**config.mk**
```make
export PLATFORM = sky130hd
export DESIGN_NAME = websocket_frame_unmasker
export DESIGN_NICKNAME = d
export VERILOG_FILES = /design/src/sv/wfu_pkg.sv /design/src/sv/wfu_front.sv /design/src/sv/wfu_queue.sv /design/src/sv/wfu_back.sv /design/src/sv/websocket_frame_unmasker.sv
export SDC_FILE = /design/constraint.sdc
export NUM_CORES = 1
export LEC_CHECK = 0
export BUFFER_PORTS_ARGS = -buffer_cell sky130_fd_sc_hd__buf_2
export CORE_UTILIZATION = 45
export DETAILED_ROUTE_END_ITERATION = 16
export PLACE_DENSITY = 0.64
export RECOVER_POWER = 25
export SLEW_MARGIN = 20
export SYNTH_ARGS = -nofsm -noshare
export SYNTH_HDL_FRONTEND = slang
export SYNTH_SLANG_ARGS = --single-unit
```
**constraint.sdc**
```tcl
create_clock -name clock -period 7.9 [get_ports clock]
set_input_delay 1.58 -clock clock [delete_from_list [all_inputs] [get_ports clock]]
set_output_delay 1.58 -clock clock [all_outputs]
set_load 0.02 [all_outputs]
```
**src/sv/wfu_pkg.sv**
```systemverilog
`default_nettype none
// ----------------------------------------------------------------------------
// wfu_pkg
// Shared types and constants for the websocket frame unmasker.
// ----------------------------------------------------------------------------
package wfu_pkg;

   localparam int QUEUE_DEPTH_DEFAULT = 4;

   localparam logic [3:0] OPCODE_CLOSE = 4'h8;
   localparam logic [6:0] LEN7_EXT16   = 7'd126;
   localparam logic [6:0] LEN7_EXT64   = 7'd127;
   localparam logic [3:0] EXT16_BYTES  = 4'd2;
   localparam logic [3:0] EXT64_BYTES  = 4'd8;
   localparam logic [3:0] KEY_BYTES    = 4'd4;

   typedef struct packed {
      logic [7:0] data;
      logic [7:0] key;
      logic [3:0] opcode;
      logic       last;
      logic       empty;
   } wfu_entry_type;

   typedef struct packed {
      logic          valid;
      wfu_entry_type entry;
   } wfu_push_type;

   typedef struct packed {
      logic          valid;
      wfu_entry_type entry;
   } wfu_head_type;

endpackage
`default_nettype wire

```
**src/sv/wfu_front.sv**
```systemverilog
`default_nettype none
// ----------------------------------------------------------------------------
// wfu_front
// Header parser: tracks the frame phase, collects length and mask key and
// pushes one queue entry per payload byte or empty-frame marker.
// ----------------------------------------------------------------------------
module wfu_front (
   input  wire logic               clock,
   input  wire logic               reset,
   input  wire logic               byte_accept,
   input  wire logic [7:0]         rx_byte,
   output wfu_pkg::wfu_push_type   push
);
   import wfu_pkg::*;

   typedef enum logic [2:0] {
      PH_HDR1 = 3'd0,
      PH_HDR2 = 3'd1,
      PH_EXT  = 3'd2,
      PH_MASK = 3'd3,
      PH_DATA = 3'd4
   } phase_type;

   phase_type    phase_ff, phase_in;
   logic [3:0]   opcode_ff, opcode_in;
   logic [63:0]  remain_ff, remain_in;
   logic [3:0]   left_ff, left_in;
   logic [31:0]  key_ff, key_in;
   logic [1:0]   pos_ff, pos_in;
   logic [7:0]   key_byte;
   logic [3:0]   left_dec;
   logic [63:0]  remain_dec;

   assign left_dec   = left_ff - 4'd1;
   assign remain_dec = remain_ff - 64'd1;

   always_comb begin
      case (pos_ff)
         2'd0:    key_byte = key_ff[31:24];
         2'd1:    key_byte = key_ff[23:16];
         2'd2:    key_byte = key_ff[15:8];
         default: key_byte = key_ff[7:0];
      endcase
   end

   always_comb begin
      phase_in  = phase_ff;
      opcode_in = opcode_ff;
      remain_in = remain_ff;
      left_in   = left_ff;
      key_in    = key_ff;
      pos_in    = pos_ff;
      push      = '0;
      push.entry.opcode = opcode_ff;
      if (byte_accept) begin
         unique case (phase_ff)
            PH_HDR2: begin
               remain_in = '0;
               key_in    = '0;
               pos_in    = '0;
               if (rx_byte[6:0] == LEN7_EXT16) begin
                  left_in  = EXT16_BYTES;
                  phase_in = PH_EXT;
               end else if (rx_byte[6:0] == LEN7_EXT64) begin
                  left_in  = EXT64_BYTES;
                  phase_in = PH_EXT;
               end else begin
                  remain_in = {57'd0, rx_byte[6:0]};
                  left_in   = KEY_BYTES;
                  phase_in  = PH_MASK;
               end
            end
            PH_EXT: begin
               remain_in = {remain_ff[55:0], rx_byte};
               left_in   = left_dec;
               if (left_dec == 4'd0) begin
                  left_in  = KEY_BYTES;
                  phase_in = PH_MASK;
               end
            end
            PH_MASK: begin
               key_in  = {key_ff[23:0], rx_byte};
               left_in = left_dec;
               if (left_dec == 4'd0) begin
                  pos_in = '0;
                  if (remain_ff == 64'd0) begin
                     phase_in         = PH_HDR1;
                     push.valid       = 1'b1;
                     push.entry.last  = 1'b1;
                     push.entry.empty = 1'b1;
                  end else begin
                     phase_in = PH_DATA;
                  end
               end
            end
            PH_DATA: begin
               pos_in    = pos_ff + 2'd1;
               remain_in = remain_dec;
               push.valid      = 1'b1;
               push.entry.data = rx_byte;
               push.entry.key  = key_byte;
               push.entry.last = (remain_dec == 64'd0);
               if (remain_dec == 64'd0) begin
                  phase_in = PH_HDR1;
               end
            end
            default: begin
               opcode_in = rx_byte[3:0];
               left_in   = '0;
               phase_in  = PH_HDR2;
            end
         endcase
      end
   end

   always_ff @(posedge clock) begin
      if (reset) begin
         phase_ff  <= PH_HDR1;
         opcode_ff <= '0;
         remain_ff <= '0;
         left_ff   <= '0;
         key_ff    <= '0;
         pos_ff    <= '0;
      end else begin
         phase_ff  <= phase_in;
         opcode_ff <= opcode_in;
         remain_ff <= remain_in;
         left_ff   <= left_in;
         key_ff    <= key_in;
         pos_ff    <= pos_in;
      end
   end

   a_data_nonzero: assert property (@(posedge clock) disable iff (reset)
      phase_ff == PH_DATA |-> remain_ff != 64'd0)
      else $error("payload phase with zero remaining length");

   a_marker_on_key_end: assert property (@(posedge clock) disable iff (reset)
      push.valid && push.entry.empty |-> phase_ff == PH_MASK && left_ff == 4'd1)
      else $error("empty marker outside last key byte");

endmodule
`default_nettype wire

```
**src/sv/wfu_queue.sv**
```systemverilog
`default_nettype none
// ----------------------------------------------------------------------------
// wfu_queue
// Short FIFO between the header parser and the output stage.
// ----------------------------------------------------------------------------
module wfu_queue #(
   parameter int DEPTH = wfu_pkg::QUEUE_DEPTH_DEFAULT
) (
   input  wire logic             clock,
   input  wire logic             reset,
   input  wfu_pkg::wfu_push_type push,
   input  wire logic             pop,
   output wfu_pkg::wfu_head_type head,
   output logic                  full
);
   import wfu_pkg::*;

   localparam int PTR_W = (DEPTH > 1) ? $clog2(DEPTH) : 1;
   localparam int CNT_W = $clog2(DEPTH + 1);

   wfu_entry_type mem_ff [DEPTH];
   logic [PTR_W-1:0] wr_ptr_ff, rd_ptr_ff;
   logic [CNT_W-1:0] count_ff;
   logic             do_push;

   assign full          = (count_ff == CNT_W'(DEPTH));
   assign head.valid    = (count_ff != '0);
   assign head.entry    = mem_ff[rd_ptr_ff];
   assign do_push       = push.valid && !full;

   always_ff @(posedge clock) begin
      if (do_push) begin
         mem_ff[wr_ptr_ff] <= push.entry;
      end
   end

   always_ff @(posedge clock) begin
      if (reset) begin
         wr_ptr_ff <= '0;
         rd_ptr_ff <= '0;
         count_ff  <= '0;
      end else begin
         if (do_push) begin
            wr_ptr_ff <= (wr_ptr_ff == PTR_W'(DEPTH - 1)) ? '0 : wr_ptr_ff + 1'b1;
         end
         if (pop) begin
            rd_ptr_ff <= (rd_ptr_ff == PTR_W'(DEPTH - 1)) ? '0 : rd_ptr_ff + 1'b1;
         end
         if (do_push && !pop) begin
            count_ff <= count_ff + 1'b1;
         end else if (pop && !do_push) begin
            count_ff <= count_ff - 1'b1;
         end
      end
   end

   a_count_bound: assert property (@(posedge clock) disable iff (reset)
      count_ff <= CNT_W'(DEPTH))
      else $error("queue count beyond depth");

   a_no_push_full: assert property (@(posedge clock) disable iff (reset)
      push.valid |-> !full)
      else $error("entry pushed into full queue");

   a_no_pop_empty: assert property (@(posedge clock) disable iff (reset)
      pop |-> head.valid)
      else $error("pop from empty queue");

endmodule
`default_nettype wire

```
**src/sv/wfu_back.sv**
```systemverilog
`default_nettype none
// ----------------------------------------------------------------------------
// wfu_back
// Output stage: unmasks the queued byte and holds the result transfer.
// ----------------------------------------------------------------------------
module wfu_back (
   input  wire logic             clock,
   input  wire logic             reset,
   input  wfu_pkg::wfu_head_type head,
   output logic                  pop,
   output logic                  rsp_tvalid,
   input  wire logic             rsp_tready,
   output logic [7:0]            rsp_tdata,
   output logic                  rsp_tlast,
   output logic [5:0]            rsp_tuser
);
   import wfu_pkg::*;

   logic       valid_ff;
   logic [7:0] data_ff;
   logic [3:0] opcode_ff;
   logic       close_ff;
   logic       last_ff;
   logic       empty_ff;

   assign pop = head.valid && (!valid_ff || rsp_tready);

   always_ff @(posedge clock) begin
      if (reset) begin
         valid_ff <= 1'b0;
      end else if (pop) begin
         valid_ff <= 1'b1;
      end else if (rsp_tready) begin
         valid_ff <= 1'b0;
      end
   end

   always_ff @(posedge clock) begin
      if (pop) begin
         data_ff   <= head.entry.data ^ head.entry.key;
         opcode_ff <= head.entry.opcode;
         close_ff  <= (head.entry.opcode == OPCODE_CLOSE);
         last_ff   <= head.entry.last;
         empty_ff  <= head.entry.empty;
      end
   end

   assign rsp_tvalid = valid_ff;
   assign rsp_tdata  = data_ff;
   assign rsp_tlast  = last_ff;
   assign rsp_tuser  = {empty_ff, close_ff, opcode_ff};

endmodule
`default_nettype wire

```
**src/sv/websocket_frame_unmasker.sv**
```systemverilog
`default_nettype none
// ----------------------------------------------------------------------------
// websocket_frame_unmasker
// Client-to-server websocket frame parser and payload unmasker.
//
// req channel: one received stream byte per transfer on req_tdata.
// rsp channel: one unmasked payload byte per transfer, or one marker for
// a frame with no payload (tdata zero, empty flag set in tuser).
// rsp_tlast marks the final byte of a frame and the empty-frame marker.
// Header, length and mask-key bytes give no output transfer.
// Throughput: one byte per cycle while the queue is not full; the parser keeps one byte-wide register
// path per cycle and the 64-bit length count sets the longest path.
// A payload byte is written to the queue in the same cycle that it is accepted
// and is offered on rsp from the output register that follows the queue.
// Reset clears the parser to expect a first header byte and empties the
// queue. When the receiver stalls, the queue fills and req_tready drops
// once it is full; nothing is lost.
// ----------------------------------------------------------------------------
module websocket_frame_unmasker #(
   parameter int QUEUE_DEPTH = wfu_pkg::QUEUE_DEPTH_DEFAULT
) (
   input  wire logic       clock,
   input  wire logic       reset,
   input  wire logic       req_tvalid,
   output logic            req_tready,
   input  wire logic [7:0] req_tdata,   // [7:0] rx_byte
   output logic            rsp_tvalid,
   input  wire logic       rsp_tready,
   output logic [7:0]      rsp_tdata,   // [7:0] payload_byte
   output logic            rsp_tlast,
   output logic [5:0]      rsp_tuser    // [3:0] frame_opcode, [4] close_frame, [5] empty_frame
);
   import wfu_pkg::*;

   wfu_push_type push;
   wfu_head_type head;
   logic         full;
   logic         pop;
   logic         byte_accept;

   assign req_tready  = !full;
   assign byte_accept = req_tvalid && req_tready;

   wfu_front u_front (
      .clock       (clock),
      .reset       (reset),
      .byte_accept (byte_accept),
      .rx_byte     (req_tdata),
      .push        (push)
   );

   wfu_queue #(
      .DEPTH (QUEUE_DEPTH)
   ) u_queue (
      .clock (clock),
      .reset (reset),
      .push  (push),
      .pop   (pop),
      .head  (head),
      .full  (full)
   );

   wfu_back u_back (
      .clock      (clock),
      .reset      (reset),
      .head       (head),
      .pop        (pop),
      .rsp_tvalid (rsp_tvalid),
      .rsp_tready (rsp_tready),
      .rsp_tdata  (rsp_tdata),
      .rsp_tlast  (rsp_tlast),
      .rsp_tuser  (rsp_tuser)
   );

endmodule
`default_nettype wire

```
Yosys cells after proc, flatten, opt, wreduce, memory -nomap -nowiden
Memory sizes are Yosys's and may differ from the RTL's. A register that Yosys moved wholly into a read port is not among the register bits.
Index checks and enable logic that the tools add are counted.
W data, S select, Z words.
{ "classes": {"n_addsub": 7, "n_mux": 38, "bitwise_logic": 3, "reduce_logical": 27, "eq_ne": 15} }
{ "op_table": {"columns": ["op", "n"], "rows": [
  ["$pmux W64 S3", 1],
  ["$logic_not A64 Y1", 2],
  ["$mux W64", 1],
  ["$pmux W32 S2", 1],
  ["$sub A64 B1 Y64 const B", 1],
  ["$pmux W8 S3", 1],
  ["$mux W3", 7],
  ["$mux W17", 1],
  ["$mux W16", 1],
  ["$mux W2", 8],
  ["$pmux W4 S4", 1],
  ["$eq A7 B7 Y1 const B", 2],
  ["$mux W4", 3],
  ["$pmux W3 S4", 1],
  ["$reduce_bool A3 Y1", 3],
  ["$mux W1", 8],
  ["$reduce_and A2 Y1", 4],
  ["$xor A8 B8 Y8", 1],
  ["$mux W7", 1],
  ["$add A2 B1 Y2 const B", 3],
  ["$eq A2 B2 Y1 const B", 3],
  ["$eq A3 B2 Y1 const B", 2],
  ["$eq A3 B3 Y1 const B", 2],
  ["$ne A2 B1 Y1 const B", 3],
  ["other kinds (18)", 29]
]} }
{ "totals": {"inputBits": 12, "ram_bits": 88, "reg_bits": 132, "word_cells": 106, "mem_count": 1} }
{ "mem_list": {"columns": ["name", "depth", "width", "read_ports", "rd_ports_with_merged_regs", "write_ports", "line_no", "source"], "rows": [
  ["u_queue.mem_ff", 4, 22, 1, 1, 1, "wfu_queue.sv:21", "wfu_entry_type mem_ff [DEPTH];"]
]} }

Longest topological paths before layout
Gate-level depths: netlist of run 1.
{ "logic_depth": {"word_depth": 10, "mapped_depth": 15, "mapped_depth_nobuf": 15} }

By module
From an unflattened synthesis of run 1, not the netlist that was laid out.
{ "unflattened": {"hier_cells": 1239, "area_unflattened_um2": 11631.2} }
{ "by_module_without_submodules": {"columns": ["mod", "seq_area_each_um2", "instances", "cells_each", "area_per_inst_um2"], "rows": [
  ["wfu_front", 2182.1, 1, 1042, 7364.6],
  ["wfu_queue", 2822.7, 1, 164, 3657.3],
  ["wfu_back", 470.5, 1, 31, 599.3],
  ["websocket_frame_unmasker", 0.0, 1, 2, 10.0]
]} }

Least setup slack after synthesis of run 1
No wires, ideal clock.
{ "synth_path": {"path_kind": "input-to-reg", "startpoint": "in req_tvalid", "endpoint": "mem u_queue.mem_ff[0][0] (netlist name), enable pin", "arrival_time_ns": 3.601, "setup_ns": 0.403, "cell_stages": 6, "required_time_ns": 7.497, "path_slack_ns": 3.896, "n_path_buf": 0, "path_cell_list": "nand2_1 -> nor2_1 -> nand4_1 -> nor4_4 -> a21oi_2 -> nor2b_1"} }
{ "synth_via": {"elab_chain_cells": 5} }
{ "synth_rtl": {"columns": ["item", "line_no", "source"], "rows": [
  ["start, declared", "websocket_frame_unmasker.sv:24", "input wire logic req_tvalid,"],
  ["$logic_and A1 B1 Y1", "websocket_frame_unmasker.sv:42", "assign byte_accept = req_tvalid && req_tready;"],
  ["$mux W17", "wfu_front.sv:55", "if (byte_accept) begin"],
  ["$logic_and A1 B1 Y1", "wfu_queue.sv:29", "assign do_push = push.valid && !full;"],
  ["$mux W1", "wfu_queue.sv:32", "if (do_push) begin"],
  ["$mux W1 (implied by the code)", "wfu_queue.sv:33", "mem_ff[wr_ptr_ff] <= push.entry;"],
  ["end, declared", "wfu_queue.sv:21", null]
]} }
No other way between the ends.

Worst setup path in the final report of run 1
{ "layout_path": {"startpoint": "in reset", "endpoint": "reg u_front.remain_ff[16]"} }
{ "layout_lines": {"columns": ["item", "line_no", "source"], "rows": [
  ["start, declared", "websocket_frame_unmasker.sv:23", "input wire logic reset,"],
  ["end signal, assigned", "wfu_front.sv:127", "remain_ff <= remain_in;"],
  ["end, declared", "wfu_front.sv:26", "logic [63:0] remain_ff, remain_in;"]
]} }
No word-level cell between the ends.

==> impl_metrics.xml, run 1 <==
<?xml version="1.0" encoding="UTF-8"?>
<metrics>
  <group name="pwr">
    <metric name="p_sw" unit="mW">1.498</metric>
    <metric name="p_leak" unit="nW">4.357</metric>
    <metric name="power.density_cell_area" unit="nW/um^2">319.8</metric>
    <metric name="p_comb_share" unit="%">34.8</metric>
    <metric name="cellInternalPower" unit="mW">2.566</metric>
    <metric name="ir_drop" unit="mV">0.2127</metric>
    <metric name="clockPowerShare" unit="%">30.0</metric>
    <metric name="sequentialPowerShare" unit="%">35.2</metric>
    <metric name="netSwitchingFraction" unit="%">36.85</metric>
  </group>
  <group name="timing">
    <metric name="finalCriticalPeriod" unit="ns">5.651</metric>
    <metric name="final_min_period_over_clock_period" unit="%">71.53</metric>
    <metric name="worst_rel_slew_slack" unit="%">-174.3</metric>
    <metric name="setup_viol" unit="">0</metric>
    <metric name="maxSlewViolCount" unit="">107</metric>
    <metric name="final_hold_viol_count" unit="">0</metric>
    <metric name="grt_setup_unrepaired" unit="">false</metric>
    <metric name="finalClockSkew" unit="ns">0.01840</metric>
    <metric name="worstMarginPinSlew" unit="ns">4.115</metric>
    <metric name="max_clock_freq" unit="GHz">0.1770</metric>
    <metric name="fin_setup_tns" unit="ns">0</metric>
    <metric name="holdWs" unit="ns">0.4559</metric>
  </group>
  <group name="synth">
    <metric name="ys.warnings.count" unit="">0</metric>
    <metric name="count_of_flip_flops_with_a_built_in_enable_after_synthesis" unit="">103</metric>
    <metric name="synth_nets" unit="">1254</metric>
    <metric name="syn_avg_cell_area" unit="sq um">9.459</metric>
    <metric name="synth.lib_cells_used.distinct" unit="">79</metric>
    <metric name="synthesized_instance_count" unit="">1227</metric>
    <metric name="postSynth.topFlopCell" unit="">sky130_fd_sc_hd__dfxtp_1</metric>
    <metric name="synth-async-reset-ratio" unit="%">0</metric>
    <metric name="synth_area" unit="sq um">11610</metric>
    <metric name="sequential_fraction_of_the_synthesis_area" unit="%">47.18</metric>
    <metric name="ys_seq_elements" unit="">222</metric>
  </group>
  <group name="route">
    <metric name="detailroute.wirelength.met2" unit="mm">13.38</metric>
    <metric name="wire_per_inst" unit="microns">19.40</metric>
    <metric name="drt-total-wl" unit="mm">29.83</metric>
    <metric name="highest-signal-layer" unit="">met4</metric>
    <metric name="detailedRoute.firstIterationViolations" unit="">1168</metric>
    <metric name="remaining_drc_errors" unit="">0</metric>
    <metric name="met1_length" unit="mm">13.69</metric>
    <metric name="first_pass_iters" unit="">5</metric>
    <metric name="route.detailed.vias_per_inst" unit="">6.148</metric>
    <metric name="detail-route-antenna-nets" unit="">0</metric>
    <metric name="met3_wirelength" unit="mm">2.001</metric>
    <metric name="routed-via-count" unit="">9455</metric>
  </group>
  <group name="final_layout">
    <metric name="nets" unit="">1215</metric>
    <metric name="layout-area-overhead-vs-synth" unit="%">9.509</metric>
    <metric name="fill_cells" unit="">2316</metric>
    <metric name="post_route_cells_drive_above_1_share" unit="%">11.35</metric>
  </group>
  <group name="grt">
    <metric name="antenna_found_initial" unit="">1</metric>
    <metric name="largest_net_degree_at_the_start_of_global_routing" unit="">89</metric>
    <metric name="grt_first_pass_wirelength" unit="mm">48.04</metric>
    <metric name="grt_overflow_total" unit="">0</metric>
    <metric name="globalRouteTotalUtil" unit="%">22.72</metric>
    <metric name="number_of_global_route_vias_before_repair" unit="">8610</metric>
  </group>
  <group name="worst_setup_path">
    <metric name="path_class" unit="">in -&gt; reg</metric>
    <metric name="crit_path_start" unit="">reset</metric>
    <metric name="setup.worst_path.end" unit="">u_front.remain_ff[16]</metric>
    <metric name="timing.critical_path.arrival" unit="ns">5.87</metric>
    <metric name="reg2reg_depth" unit="">13</metric>
    <metric name="setup.reg_to_reg.worst_slack" unit="ns">3.23</metric>
    <metric name="worst-endpoint-required" unit="ns">8.12</metric>
    <metric name="type_of_destination_of_the_critical_path" unit="">flip-flop</metric>
    <metric name="regToRegEndpoint" unit="">u_queue.count_ff[2]</metric>
    <metric name="critical_path.reg2reg.startpoint" unit="">u_front.remain_ff[8]</metric>
    <metric name="cp_max_fo" unit="">88</metric>
    <metric name="setup.worst_path.start_class" unit="">input pin</metric>
  </group>
  <group name="clocking">
    <metric name="clock_latency" unit="ns">0.54</metric>
    <metric name="clock_tree.htree_level_count" unit="">1</metric>
    <metric name="post_cts_hold_buffer_count" unit="">0</metric>
    <metric name="clkSinkCount" unit="">222</metric>
    <metric name="cts_made_buffers" unit="">25</metric>
    <metric name="ctsResizeCount" unit="">0</metric>
    <metric name="cts.root.buffer_cell" unit="">sky130_fd_sc_hd__clkbuf_16</metric>
    <metric name="clockBufferDepth" unit="">3</metric>
    <metric name="cts_setup_buffers" unit="">0</metric>
    <metric name="cts.clk_slew.worst_paths" unit="ns">0.06</metric>
    <metric name="cts_tree" unit="">done</metric>
  </group>
  <group name="floorplan">
    <metric name="core_area" unit="sq um">25250</metric>
    <metric name="die-width" unit="microns">162.6</metric>
    <metric name="die_y" unit="microns">162.6</metric>
    <metric name="design.portCount" unit="">29</metric>
    <metric name="die_outline_area" unit="sq um">26440</metric>
    <metric name="start_util" unit="%">45.96</metric>
    <metric name="std_cell_rows" unit="">58</metric>
  </group>
  <group name="place">
    <metric name="buffer_ports.inserted" unit="">28</metric>
    <metric name="place.gp.congestion" unit="">0.9249</metric>
    <metric name="dp_hpwl" unit="mm">19.62</metric>
  </group>
  <group name="run">
    <metric name="maximum_capacitance_violations" unit="">2</metric>
  </group>
  <group name="run_status">
    <metric name="status" unit="">complete, but fails checks</metric>
    <metric name="violated_checks" unit="">capacitance limit, slew limit</metric>
  </group>
  <group name="worst_hold_path">
    <metric name="hold_path_class" unit="">reg -&gt; reg</metric>
  </group>
</metrics>
## flip-flops by register name, indices dropped and copies added (netlist names), 2 cells and up, named ones only
name               count
u_front.remain_ff     64
u_front.left_ff        4
u_queue.rd_ptr_ff      2
u_back.rsp_tdata       8
u_back.opcode_ff       4
u_queue.mem_ff        88
u_front.key_ff        32
u_front.phase_ff       3
u_queue.count_ff       3
u_front.opcode_ff      4
u_queue.wr_ptr_ff      2
u_front.pos_ff         2
## power by group through the flow
stage	clock [mW]	combinational (mW)	sequential [mW]
3_5_place_dp	0	1.39	1.45
3_3_place_gp	0	1.38	1.45
5_1_grt	1.28	1.54	1.45
2_1_floorplan	0	1.05	1.44
6_report	1.22	1.42	1.43
4_1_cts	1.24	1.39	1.43
## per-layer routing
layer	vias up	track usage, %
met3	55	3.081
met1	4562	32.97
li1	4466	-
met5	-	0
met4	0	6.754
met2	372	35.14
## critical path: stages
cell,delay (ns)
sky130_fd_sc_hd__clkbuf_1,1.05
sky130_fd_sc_hd__clkbuf_1,2.95
sky130_fd_sc_hd__nor3_1,0.28
## cell usage after synthesis, drive strengths merged (3+ instances only)
cell type,instances,area share (%)
a211oi,12,0.82
a21o,3,0.19
a21oi,106,4.6
a221oi,14,1.1
a222oi,8,0.69
a22oi,20,1.3
a32o,11,0.95
and2,5,0.27
and3,13,0.70
buf,25,1.3
clkbuf,78,2.5
dfxtp,119,21
edfxtp,103,27
ha,14,1.5
inv,19,0.61
mux2,3,0.29
mux2i,7,0.60
mux4,14,2.7
nand2,106,3.4
nand2b,9,0.49
nand3,44,1.9
nand3b,3,0.19
nand4,26,1.5
nand4b,6,0.58
nor2,151,5.1
nor2b,6,0.32
nor3,48,2.2
nor3b,3,0.24
nor4,41,3.1
nor4b,5,0.43
o211ai,4,0.26
o21ai,57,2.5
o31ai,12,0.78
or2,6,0.32
or3,13,0.70
or3b,4,0.30
or4,13,1.0
xnor2,21,1.6
xor2,45,3.4
## logic make-up (layout without fill, tap and decap cells)
group / count (synthesis) / in the layout / share of synthesized area, %
mux: 24 / 24 / 3.611
simple gates: 507 / 507 / 23.16
compound gates: 271 / 271 / 14.92
other cells: 0 / 1 / 0
flops: 222 / 222 / 47.18
xor+xnor: 66 / 66 / 4.981
fa+ha+maj: 15 / 15 / 1.682
buf+inv: 122 / 102 / 4.474
## layout make-up
cell class / instances / area, sq um / area share, %
well taps: 330 / 412.9 / 3.249
clock buffers: 33 / 685.7 / 5.395
diodes: 1 / 2.502 / 0.01969
repair buffers: 37 / 202.7 / 1.595
flip-flops and latches: 222 / 5475 / 43.08
multi-input cells: 883 / 5673 / 44.63
inverters: 19 / 71.32 / 0.5611
clock inverters: 13 / 186.4 / 1.467
## cells in the final DEF (no fill, tap or decap), types with 8 or more instances in the layout
cell type / n
sky130_fd_sc_hd__nor3_1: 45
sky130_fd_sc_hd__buf_2: 27
sky130_fd_sc_hd__and3_1: 13
sky130_fd_sc_hd__buf_4: 8
sky130_fd_sc_hd__xnor2_1: 21
sky130_fd_sc_hd__xor2_1: 45
sky130_fd_sc_hd__o21ai_0: 54
sky130_fd_sc_hd__nor2_1: 145
sky130_fd_sc_hd__a32o_1: 11
sky130_fd_sc_hd__a222oi_1: 8
sky130_fd_sc_hd__nor4_1: 32
sky130_fd_sc_hd__a21oi_1: 105
sky130_fd_sc_hd__edfxtp_1: 103
sky130_fd_sc_hd__dfxtp_1: 119
sky130_fd_sc_hd__ha_1: 14
sky130_fd_sc_hd__nand2b_1: 8
sky130_fd_sc_hd__nand4_1: 24
sky130_fd_sc_hd__or3_1: 13
sky130_fd_sc_hd__or4_1: 8
sky130_fd_sc_hd__inv_1: 19
sky130_fd_sc_hd__nand2_1: 106
sky130_fd_sc_hd__nand3_1: 44
sky130_fd_sc_hd__clkbuf_16: 25
sky130_fd_sc_hd__mux4_2: 14
sky130_fd_sc_hd__a22oi_1: 20
sky130_fd_sc_hd__a221oi_1: 14
sky130_fd_sc_hd__o31ai_1: 12
sky130_fd_sc_hd__a211oi_1: 11
## stage by stage
stage / utilization (%) / power [mW] / setup WS, ns / cell area, sq um / std cells
after floorplan: - / 2.484 / 3.896 / 11610 / 1227
after global placement: 46.85 / 2.827 / 3.468 / 11830 / 1491
after detailed placement: 46.85 / 2.838 / 3.391 / 11830 / 1491
after CTS: 50.30 / 4.062 / 3.384 / 12700 / 1537
after global routing: 50.32 / 4.269 / 1.749 / 12710 / 1537
final: 50.33 / 4.064 / 2.249 / 12710 / 1538
## worst min-delay path by stage
| stage | depth (start not counted) | end | slack (ns) | start |
|---|---|---|---|---|
| after floorplan | 2 | u_front.key_ff[28] | 0.43 | u_front.key_ff[28] |
| after global placement | 2 | u_front.key_ff[26] | 0.44 | u_front.key_ff[26] |
| after detailed placement | 2 | u_front.key_ff[26] | 0.45 | u_front.key_ff[26] |
| after CTS | 2 | u_front.key_ff[26] | 0.46 | u_front.key_ff[26] |
| after global routing | 2 | u_front.key_ff[29] | 0.47 | u_front.key_ff[29] |
| final | 2 | u_front.key_ff[26] | 0.46 | u_front.key_ff[26] |
Note: power is estimated with default switching activity, not from simulation.
==> run 2, diff against run 1 <==
==> constraint.sdc (replaced) <==
create_clock -name clock -period 5.2 [get_ports clock]
set_input_delay 1.04 -clock clock [delete_from_list [all_inputs] [get_ports clock]]
set_output_delay 1.04 -clock clock [all_outputs]
set_load 0.02 [all_outputs]
==> run 2 against run 1 <==
  * The run still ends with capacitance limit, slew limit left
  * Sequential share of layout area grew 0.089 points
  * First-iteration DRC count shrank 23%
  * Flip-flop and latch count is the same
  * Final cell count grew 0.52%
  * Clock skew shrank 0.0061 ns
  * Die area is the same
  * Total power grew 49%
  * Hold slack lost 0.0057 ns
  * Critical path type unchanged
==> impl_metrics.xml, run 2 (synthesis results as in run 1) <==
<?xml version="1.0" encoding="UTF-8"?>
<metrics>
  <group name="run_status">
    <metric name="status" unit="">complete, but fails checks</metric>
    <metric name="violated_checks" unit="">capacitance limit, slew limit</metric>
  </group>
  <group name="worst_setup_path">
    <metric name="critPathTopFamily" unit="">buffers and inverters</metric>
    <metric name="path_class" unit="">in -&gt; reg</metric>
    <metric name="timing.critical_path.arrival" unit="ns">4.75</metric>
    <metric name="reg2reg_depth" unit="">15</metric>
    <metric name="setup.reg_to_reg.worst_slack" unit="ns">1.04</metric>
    <metric name="critical_path.reg2reg.startpoint" unit="">u_front.remain_ff[0]</metric>
    <metric name="cp_cell_sequence" unit="">clkbuf_1 &gt; buf_4 &gt; nor2_1</metric>
    <metric name="crit_path_max_incr_delay" unit="ns">2.81</metric>
    <metric name="slowest_stage_cell_crit_path" unit="">sky130_fd_sc_hd__clkbuf_1</metric>
    <metric name="type_of_destination_of_the_critical_path" unit="">flip-flop</metric>
    <metric name="critPathBufInv" unit="">2</metric>
    <metric name="worst-endpoint-required" unit="ns">5.59</metric>
    <metric name="regToRegEndpoint" unit="">u_queue.count_ff[2]</metric>
    <metric name="setup.worst_path.start_class" unit="">input pin</metric>
    <metric name="cp_max_fo" unit="">85</metric>
  </group>
  <group name="clocking">
    <metric name="clock_latency" unit="ns">0.54</metric>
    <metric name="clockBufferDepth" unit="">3</metric>
    <metric name="cts_tree" unit="">done</metric>
    <metric name="ctsResizeCount" unit="">0</metric>
    <metric name="cts_made_buffers" unit="">25</metric>
    <metric name="cts.root.buffer_cell" unit="">sky130_fd_sc_hd__clkbuf_16</metric>
    <metric name="clock_tree.htree_level_count" unit="">1</metric>
    <metric name="clkSinkCount" unit="">222</metric>
    <metric name="cts_setup_buffers" unit="">0</metric>
    <metric name="post_cts_hold_buffer_count" unit="">0</metric>
    <metric name="cts.clk_slew.worst_paths" unit="ns">0.06</metric>
  </group>
  <group name="final_layout">
    <metric name="fill_cells" unit="">2332</metric>
    <metric name="layout.cells.most_common_list" unit="">146 x sky130_fd_sc_hd__nor2_1, 119 x sky130_fd_sc_hd__dfxtp_1, 106 x sky130_fd_sc_hd__nand2_1</metric>
    <metric name="layout-area-overhead-vs-synth" unit="%">9.282</metric>
    <metric name="final_area" unit="sq um">12680</metric>
    <metric name="largest-register" unit="">u_queue.mem_ff</metric>
    <metric name="area_used_by_multi_input_combinational_logic" unit="sq um">5650</metric>
    <metric name="post_route_cells_drive_above_1_share" unit="%">10.36</metric>
    <metric name="regArea" unit="sq um">5475</metric>
    <metric name="fin_util" unit="%">50.22</metric>
    <metric name="nets" unit="">1224</metric>
    <metric name="biggestRegsByFlops" unit="">u_queue.mem_ff: 88 flops, u_front.remain_ff: 64 flops, u_front.key_ff: 32 flops</metric>
    <metric name="largest_register_ffs" unit="">88</metric>
    <metric name="diodes" unit="">0</metric>
    <metric name="layout_commonest_cell" unit="">sky130_fd_sc_hd__nor2_1</metric>
  </group>
  <group name="route">
    <metric name="first_pass_iters" unit="">6</metric>
    <metric name="drt-total-wl" unit="mm">29.95</metric>
    <metric name="detailedRoute.firstIterationViolations" unit="">903</metric>
    <metric name="route.detailed.vias_per_inst" unit="">6.122</metric>
    <metric name="detail-route-antenna-nets" unit="">0</metric>
    <metric name="remaining_drc_errors" unit="">0</metric>
    <metric name="wire_per_inst" unit="microns">19.37</metric>
    <metric name="routed-via-count" unit="">9464</metric>
  </group>
  <group name="pwr">
    <metric name="power.density_cell_area" unit="nW/um^2">477.2</metric>
    <metric name="ir_drop" unit="mV">0.2807</metric>
    <metric name="p_leak" unit="nW">4.318</metric>
  </group>
  <group name="worst_hold_path">
    <metric name="hold_path_class" unit="">reg -&gt; reg</metric>
    <metric name="end_point_of_the_most_critical_hold_path" unit="">u_front.key_ff[24]</metric>
    <metric name="hold_path_startpoint" unit="">u_front.key_ff[24]</metric>
    <metric name="hold-path-cell-count" unit="">2</metric>
  </group>
  <group name="place">
    <metric name="minimum_setup_slack_after_placement" unit="ns">1.142</metric>
    <metric name="place_area" unit="sq um">11910</metric>
    <metric name="dp_hpwl" unit="mm">19.51</metric>
    <metric name="place.gp.congestion" unit="">0.9299</metric>
    <metric name="buffer_ports.inserted" unit="">28</metric>
  </group>
  <group name="floorplan">
    <metric name="core_area" unit="sq um">25250</metric>
    <metric name="die-width" unit="microns">162.6</metric>
    <metric name="start_util" unit="%">45.96</metric>
    <metric name="design.portCount" unit="">29</metric>
    <metric name="die_outline_area" unit="sq um">26440</metric>
    <metric name="std_cell_rows" unit="">58</metric>
    <metric name="die_y" unit="microns">162.6</metric>
  </group>
  <group name="run">
    <metric name="maximum_capacitance_violations" unit="">3</metric>
  </group>
  <group name="timing">
    <metric name="fin_setup_tns" unit="ns">0</metric>
    <metric name="maxSlewViolCount" unit="">128</metric>
    <metric name="finalCriticalPeriod" unit="ns">4.359</metric>
    <metric name="final_hold_viol_count" unit="">0</metric>
    <metric name="worst_rel_slew_slack" unit="%">-170.4</metric>
    <metric name="grt_setup_unrepaired" unit="">false</metric>
    <metric name="final_min_period_over_clock_period" unit="%">83.83</metric>
    <metric name="setup_viol" unit="">0</metric>
    <metric name="worstMarginPinSlew" unit="ns">4.055</metric>
    <metric name="max_clock_freq" unit="GHz">0.2294</metric>
    <metric name="fin_ws" unit="ns">0.8407</metric>
    <metric name="finalClockSkew" unit="ns">0.01233</metric>
  </group>
  <group name="grt">
    <metric name="grt_overflow_total" unit="">0</metric>
    <metric name="globalRouteTotalUtil" unit="%">22.54</metric>
    <metric name="number_of_global_route_vias_before_repair" unit="">8670</metric>
    <metric name="largest_net_degree_at_the_start_of_global_routing" unit="">86</metric>
    <metric name="grt_first_pass_wirelength" unit="mm">47.73</metric>
    <metric name="antenna_found_initial" unit="">0</metric>
  </group>
</metrics>
==> run 2: changes by cell type in the layout (fill, tap and decap cells not counted), moves of 2 or more <==
cell	change
sky130_fd_sc_hd__buf_2	-14
sky130_fd_sc_hd__clkbuf_1	+14
sky130_fd_sc_hd__buf_4	+9
sky130_fd_sc_hd__clkinv_1	+5
sky130_fd_sc_hd__clkinv_2	-3
sky130_fd_sc_hd__nor2b_2	+3
sky130_fd_sc_hd__nor2b_4	-3
sky130_fd_sc_hd__bufinv_16	-2
==> run 2: worst max path at each step <==
stage | cells past startpoint | from | end
2_1_floorplan | 9 | u_front.remain_ff[0] | u_queue.mem_ff[0][0]
3_5_place_dp | 15 | u_front.remain_ff[0] | u_queue.count_ff[2]
3_3_place_gp | 15 | u_front.remain_ff[0] | u_queue.count_ff[2]
5_1_grt | 15 | u_front.remain_ff[0] | u_queue.count_ff[2]
4_1_cts | 15 | u_front.remain_ff[0] | u_queue.count_ff[2]
6_report | 3 | reset | flip-flop
==> run 2: metrics by stage <==
step | cells | hold WS [ns] | power [mW]
3_5_place_dp | 1500 | 0.4466 | 4.326
3_3_place_gp | 1500 | 0.4411 | 4.332
4_1_cts | 1546 | 0.4548 | 6.066
6_report | 1546 | 0.4502 | 6.053
2_1_floorplan | 1227 | 0.4313 | 3.774
5_1_grt | 1546 | 0.4820 | 6.361
==> run 2: worst reg2reg max path: stages, from the launching register on <==
cell                      delay, ns
sky130_fd_sc_hd__dfxtp_1       0.37
sky130_fd_sc_hd__inv_1         0.10
sky130_fd_sc_hd__ha_1          0.22
sky130_fd_sc_hd__nor3b_2       0.40
sky130_fd_sc_hd__nand4_2       0.29
sky130_fd_sc_hd__or3_1         0.43
sky130_fd_sc_hd__or4_4         0.45
sky130_fd_sc_hd__nor4_4        0.31
sky130_fd_sc_hd__a21oi_2       0.16
sky130_fd_sc_hd__inv_1         0.15
sky130_fd_sc_hd__ha_1          0.19
sky130_fd_sc_hd__inv_1         0.06
sky130_fd_sc_hd__fa_1          0.37
sky130_fd_sc_hd__xor2_1        0.15
sky130_fd_sc_hd__or3_1         0.30
sky130_fd_sc_hd__a21oi_1       0.14
==> run 2: final cells by class <==
| type | instances | area share (%) |
|---|---|---|
| Inverter | 19 | 0.5623 |
| Tap cell | 330 | 3.255 |
| Clock inverter | 13 | 1.016 |
| Clock buffer | 33 | 5.327 |
| Sequential cell | 222 | 43.17 |
| Multi-Input combinational cell | 883 | 44.55 |
| Timing Repair Buffer | 46 | 2.121 |
==> run 2: metal layers <==
| layer | up-vias | part of all wire [%] | track usage, % |
|---|---|---|---|
| met3 | 77 | 6.5 | 3.158 |
| met1 | 4573 | 45 | 31.65 |
| met2 | 335 | 45 | 35.51 |
| li1 | 4479 | - | - |
| met5 | - | 0 | 0 |
| met4 | 0 | 2.8 | 7.901 |
==> run 2: report_power, final <==
group	internal [mW]	switching, mW
Combinational	0.769	1.38
Clock	1.02	0.719
Sequential	2.00	0.172
Total	3.78	2.27
